`src/rtl/assert_macros.svh`:
```
// assertion macros used by the rtl datapath module cpf_dp
// no dependencies
`ifndef ASSERT_MACROS_SVH
`define ASSERT_MACROS_SVH

// condition implies consequence in the same cycle
`define AST_SAME(lbl, clk, rst_n, cond, cons) \
    lbl: assert property (@(posedge clk) disable iff (!(rst_n)) (cond) |-> (cons)) \
        else $error("assertion failed");

// condition implies consequence in the next cycle
`define AST_NEXT(lbl, clk, rst_n, cond, cons) \
    lbl: assert property (@(posedge clk) disable iff (!(rst_n)) (cond) |=> (cons)) \
        else $error("assertion failed");

`endif

```
`src/rtl/cpf_pkg.sv`:
```
// cylinder point filter package: widths, config codes and reset values, step codes, control structs
// no dependencies
`timescale 1ns / 1ps
`default_nettype none
package cpf_pkg;
    localparam int KEEP_DEPTH = 32;
    localparam int CW    = 21;
    localparam int IW    = 16;
    localparam int KW    = 32;
    localparam int RW    = 16;
    localparam int LIMW  = 7;
    localparam int LLW   = 23;
    localparam int DW    = CW + 1;
    localparam int AW    = 46;
    localparam int NW    = 90;
    localparam int MW    = 34;
    localparam int PW    = 2 * MW;
    localparam int CNTW  = $clog2(KEEP_DEPTH + 1);
    localparam int IDXW  = (KEEP_DEPTH > 1) ? $clog2(KEEP_DEPTH) : 1;
    localparam int CFGW  = 3;
    localparam int SQ_ITERS  = 22;
    localparam int DIV_ITERS = 32;
    localparam int ITW   = 5;

    localparam logic [CFGW-1:0] CFG_ORIGIN_X = 3'd0;
    localparam logic [CFGW-1:0] CFG_ORIGIN_Y = 3'd1;
    localparam logic [CFGW-1:0] CFG_ORIGIN_Z = 3'd2;
    localparam logic [CFGW-1:0] CFG_TARGET_X = 3'd3;
    localparam logic [CFGW-1:0] CFG_TARGET_Y = 3'd4;
    localparam logic [CFGW-1:0] CFG_TARGET_Z = 3'd5;
    localparam logic [CFGW-1:0] CFG_RADIUS   = 3'd6;
    localparam logic [CFGW-1:0] CFG_KEEP_LIM = 3'd7;

    localparam logic [RW-1:0]   RADIUS_RST   = 16'd1600;
    localparam logic [LIMW-1:0] KEEP_LIM_RST = 7'd32;

    typedef enum logic [4:0] {
        MS_CX0, MS_CX1, MS_CY0, MS_CY1, MS_CZ0, MS_CZ1,
        MS_DEN0, MS_DEN1, MS_DEN2,
        MS_DA0, MS_DA1, MS_DA2,
        MS_DB0, MS_DB1, MS_DB2,
        MS_NX0, MS_NX1, MS_NX2,
        MS_NY0, MS_NY1, MS_NY2,
        MS_NZ0, MS_NZ1, MS_NZ2,
        MS_R2, MS_REACH
    } t_mstep;

    typedef struct packed {
        logic   load;
        logic   mul_go;
        t_mstep step;
        logic   sqrt_init;
        logic   sqrt_step;
        logic   sqrt_last;
        logic   div_init;
        logic   div_step;
        logic   decide;
        logic   emit;
    } t_cmd;

    typedef struct packed {
        logic set_open;
        logic final_pt;
        logic out_free;
        logic emit_last;
    } t_sts;
endpackage
`default_nettype wire

```
`src/rtl/cpf_ctrl.sv`:
```
// cylinder point filter controller: sequences multiply steps, root, divide,
// insertion and emission; uses cpf_pkg
`timescale 1ns / 1ps
`default_nettype none
module cpf_ctrl
    import cpf_pkg::*;
(
    input  wire  i_clk,
    input  wire  i_rst_n,
    input  wire  i_in_valid,
    output logic o_in_ready,
    input  t_sts i_sts,
    output t_cmd o_cmd
);
    typedef enum logic [2:0] {
        S_IDLE, S_MUL, S_SQRT, S_REACH, S_DIVI, S_DIV, S_DECIDE, S_EMIT
    } t_state;

    t_state           r_state, n_state;
    t_mstep           r_step, n_step;
    logic [ITW-1:0]   r_it, n_it;

    always_comb begin
        n_state = r_state;
        n_step  = r_step;
        n_it    = r_it;
        o_cmd   = '0;
        o_cmd.step = r_step;
        o_in_ready = 1'b0;
        case (r_state)
            S_IDLE: begin
                o_in_ready = 1'b1;
                if (i_in_valid) begin
                    o_cmd.load = 1'b1;
                    n_step  = MS_CX0;
                    n_state = S_MUL;
                end
            end
            S_MUL: begin
                o_cmd.mul_go = 1'b1;
                if (r_step == MS_R2) begin
                    n_it = '0;
                    if (i_sts.set_open) begin
                        n_state = S_REACH;
                    end else begin
                        o_cmd.sqrt_init = 1'b1;
                        n_state = S_SQRT;
                    end
                end else begin
                    n_step = t_mstep'(r_step + 5'd1);
                end
            end
            S_SQRT: begin
                o_cmd.sqrt_step = 1'b1;
                n_it = r_it + 1'b1;
                if (r_it == ITW'(SQ_ITERS - 1)) begin
                    o_cmd.sqrt_last = 1'b1;
                    n_state = S_REACH;
                end
            end
            S_REACH: begin
                o_cmd.mul_go = 1'b1;
                o_cmd.step   = MS_REACH;
                n_state = S_DIVI;
            end
            S_DIVI: begin
                o_cmd.div_init = 1'b1;
                n_it = '0;
                n_state = S_DIV;
            end
            S_DIV: begin
                o_cmd.div_step = 1'b1;
                n_it = r_it + 1'b1;
                if (r_it == ITW'(DIV_ITERS - 1)) begin
                    n_state = S_DECIDE;
                end
            end
            S_DECIDE: begin
                o_cmd.decide = 1'b1;
                n_state = i_sts.final_pt ? S_EMIT : S_IDLE;
            end
            S_EMIT: begin
                if (i_sts.out_free) begin
                    o_cmd.emit = 1'b1;
                    if (i_sts.emit_last) begin
                        n_state = S_IDLE;
                    end
                end
            end
            default: begin
                n_state = S_IDLE;
            end
        endcase
    end

    always_ff @(posedge i_clk) begin
        if (!i_rst_n) begin
            r_state <= S_IDLE;
            r_step  <= MS_CX0;
            r_it    <= '0;
        end else begin
            r_state <= n_state;
            r_step  <= n_step;
            r_it    <= n_it;
        end
    end
endmodule
`default_nettype wire

```
`config.mk`:
```
export PLATFORM = sky130hd
export DESIGN_NAME = cpf_ctrl
export DESIGN_NICKNAME = d
export VERILOG_FILES = /design/src/rtl/assert_macros.svh /design/src/rtl/cpf_pkg.sv /design/src/rtl/cpf_ctrl.sv
export SDC_FILE = /design/constraint.sdc
export NUM_CORES = 1
export LEC_CHECK = 0
export BUFFER_PORTS_ARGS = -buffer_cell sky130_fd_sc_hd__buf_2
export CAP_MARGIN = 20
export CORE_MARGIN = 2
export CORE_UTILIZATION = 40
export CTS_BUF_LIST = sky130_fd_sc_hd__clkbuf_16
export CTS_CLUSTER_DIAMETER = 60
export DETAILED_ROUTE_END_ITERATION = 10
export SKIP_CTS_REPAIR_TIMING = 1
export SKIP_LAST_GASP = 1
export SLEW_MARGIN = 20
export SYNTH_ARGS = -nofsm -noshare
export SYNTH_HDL_FRONTEND = slang
export SYNTH_SLANG_ARGS = --single-unit
```
`constraint.sdc`:
```
create_clock -name i_clk -period 2.7 [get_ports i_clk]
set_input_delay 0.405 -clock i_clk [delete_from_list [all_inputs] [get_ports i_clk]]
set_output_delay 0.405 -clock i_clk [all_outputs]
set_load 0.1 [all_outputs]
```
==> results.txt <==
----------------------------------------------------
[Cells and area]
  Final cell count without fillers ... 161
  Layout Nets ... 146
  Multi-input combinational cell area ... 668.1 um2
  Share of post-route cells with drive strength above 1 ... 30.08%
  Synth-to-Final Area Change ... 21.26%
  Area used by sequential logic in the layout ... 260.3 um2
  Post-route cell area ... 0.001177 mm2
  # diodes ... 0
  Fill cell count ... 233
  Utilization of the core after routing ... 52.22%

[Setup path]
  Worst setup EP type ... output pin
  RR Endpoint ... r_it[1]
  Critical path's slowest cell ... dfxtp_1
  Signal arrival time at the worst endpoint ... 1.96 ns
  Worst setup path class ... reg -> out
  Cell-by-cell trace of the critical path ... nor3b_4 > buf_2
  Kind of cell with the highest combined delay on the critical path ... flip-flops
  CP Buf/Inv Count ... 1
  Origin of the worst setup path ... r_state[1]
  Worst reg-to-reg path cell count ... 4
  Category of the worst setup path launch point ... flip-flop
  Reg2reg start ... r_state[1]
  Worst setup slack for register-to-register paths ... 0.77 ns
  Max Fanout on Critical Path ... 21
  Critical path data required time ... 2.30 ns
  Largest stage delay on the critical path ... 0.85 ns

[Yosys]
  Main flop type after synthesis ... dfxtp_1
  Synth Area in XOR/XNOR ... 1.804%
  Fraction of the mapped netlist area in compound gates ... 20.62%
  Post-synth EDFFs ... 0
  Count of mapped cells out of synthesis ... 114
  Synthesis warning total ... 0
  Post-synthesis area per instance ... 8.517 um2
  Ys async rst share ... 0%
  Area share of fa/ha/maj cells after synthesis ... 6.443%
  Portion of netlist area occupied by mux cells ... 2.062%
  Syn Std Cell Area ... 970.9 um2
  Synth Area in Simple Gates ... 34.54%
  Cell variety after synth ... 45
  Largest family of logic cells by synthesized area ... simple AND/OR/NAND/NOR gates
  Number of flip-flops and latches in the synthesized netlist ... 13
  Fraction of the yosys area taken by sequential cells ... 26.80%
  Syn_nets ... 126

[Placement]
  Detailed placement HPWL ... 1.612 mm
  Pre-CTS setup slack ... 0.6181 ns
  Global placement routability congestion ... 0.7661
  DP Area ... 0.001099 mm2
  IO buf count ... 21
  Cells after DPL ... 157

[Status]
  Run status ... complete, no violations

[Drt]
  Iter 0 DRT Violations ... 8
  Final WL ... 2.148 mm
  Total number of vias ... 903
  Detailed-route vias per instance ... 5.609
  Wire per inst ... 13.34 um
  1st-pass router iterations ... 4
  Count of unresolved DRC violations after routing ... 0
  Post-route antenna net violation count ... 0

[Power and ir drop]
  Max IR drop VDD ... 656.8 uV
  Post-route total power ... 1.399 mW
  Power density over the cells ... 1188 mW/mm2
  P_leak ... 0.5274 nW

[Min path]
  Hold EP ... r_it[3]
  Classification of the worst-slack hold path ... reg -> reg
  Hold Path Depth ... 2
  Startpoint of the tightest hold check path ... r_it[3]

[Run]
  Max-cap violations ... 0

[GRT]
  Largest net degree at the start of global routing ... 22
  Number of antenna violations at the first check in global routing ... 0
  Number of global-route vias before repair ... 833
  Gr ovfl total ... 0
  Global-route usage over all layers ... 18.07%
  Wire length of the first global-routing pass ... 3.705 mm

[STA]
  Final min period ... 2.367 ns
  Slew headroom ... 45.17%
  Final setup violation count ... 0
  Final hold slack ... 0.4977 ns
  Worst setup skew after layout ... 0.005033 ns
  Worst-case setup margin in the final layout ... 0.3335 ns
  Post-route setup TNS ... 0 ns
  Fmax ... 422.6 MHz
  Total count of hold-check failures in the final report ... 0
  Final Slew Violations ... 0
  Worst Max-Slew Pin Slew ... 0.8213 ns
  Setup repair after global routing missed its margin ... false
  Final period util ... 87.65%

[CTS]
  Post-CTS clock slew at the launch and capture registers of the worst setup and hold paths ... 0.05 ns
  Clk sink count ... 13
  Source-to-sink clock delay at the later pin of the worst-skew pair ... 0.24 ns
  Root Buffer Master ... clkbuf_16
  Number of H-tree branching levels ... 1
  Number of buffers created by CTS ... 3
  Max Buffers Root-to-Sink ... 2
  Clock tree from TritonCTS ... done

[Die]
  Effective utilization at floorplan ... 43.06%
  Die X ... 53.27 um
  # IOs ... 22
  Standard cell core area ... 0.002255 mm2
  Site Rows ... 17
  Y dimension of the die ... 53.27 um
  Die area ... 0.002837 mm2

----------------------------------------------------
-- power by group --
| group | leakage (nW) | internal [mW] | switching, mW |
|---|---|---|---|
| registers | 0.106 | 0.230 | 0.0961 |
| logic | 0.380 | 0.216 | 0.577 |
| clock network | 0.0423 | 0.196 | 0.0851 |
-- flip-flops by register name, indices dropped and copies added, names as in the netlist --
signal and count:
r_step 5, r_state 3, r_it 5
-- metal layers --
metal / vias to the layer above / routed length (um) / global-route usage, %
li1: 453 / - / -
met1: 427 / 1005 / 21.61
met2: 18 / 1003 / 30.45
met3: 5 / 109 / 5.085
met4: 0 / 29 / 6.410
met5: - / 0 / 0
-- cells in the mapped netlist, types with 3 or more instances --
library cell / n / area [um2]
ha_1: 5 / 62.56
dfxtp_1: 13 / 260.3
nand3_1: 6 / 30.03
buf_2: 3 / 15.01
nand2_1: 10 / 37.54
a21oi_1: 7 / 35.03
o21ai_0: 5 / 25.02
nor2_1: 8 / 30.03
nand4b_1: 3 / 26.28
nand2b_1: 3 / 18.77
inv_1: 5 / 18.77
-- final cells by class --
cell class	instances	share of cell area, %
multi-input cells	88	56.75
inverters	6	1.913
clock inverters	1	0.3188
clock buffers	3	6.376
well taps	28	2.976
flip-flops and latches	13	22.10
repair buffers	22	9.564
-- placed cells by master, fill, tap and decap left out, types with 2 or more instances in the layout --
master / count
a211o_1: 2
a21o_1: 2
a21oi_1: 6
a31oi_1: 2
and3b_1: 2
buf_2: 21
clkbuf_16: 3
dfxtp_1: 13
ha_1: 5
inv_1: 6
mux2i_1: 2
nand2_1: 10
nand2b_1: 3
nand3_1: 6
nand4b_1: 3
nor2_1: 8
nor3_2: 2
nor3b_2: 2
nor3b_4: 2
o21ai_0: 5
o21ai_1: 2
-- worst max path at each step --
stage,end,slack (ns),depth (start not counted)
2_1_floorplan,o_cmd[10],-0.26,5
3_3_place_gp,o_cmd[5],0.64,2
3_5_place_dp,o_cmd[4],0.62,3
4_1_cts,o_cmd[4],0.36,3
5_1_grt,o_cmd[6],0.25,3
6_report,o_cmd[5],0.33,2
-- logic make-up (layout without fill, tap and decap cells) --
| logic type | after synthesis | after routing |
|---|---|---|
| and+or+nand+nor | 51 | 51 |
| AOI/OAI and AO/OA | 28 | 28 |
| DFF | 13 | 13 |
| buffers and inverters | 13 | 32 |
| adders and majority gates | 5 | 5 |
| xor gates and xnor gates | 2 | 2 |
| muxes | 2 | 2 |
-- worst reg2reg max path, cell delays in order, from the launching register on --
cell and delay (ns):
dfxtp_1 0.85, and2b_1 0.32, a221oi_4 0.37, nor2b_1 0.09, a211oi_1 0.22
Power figures use the tool's default switching activity.
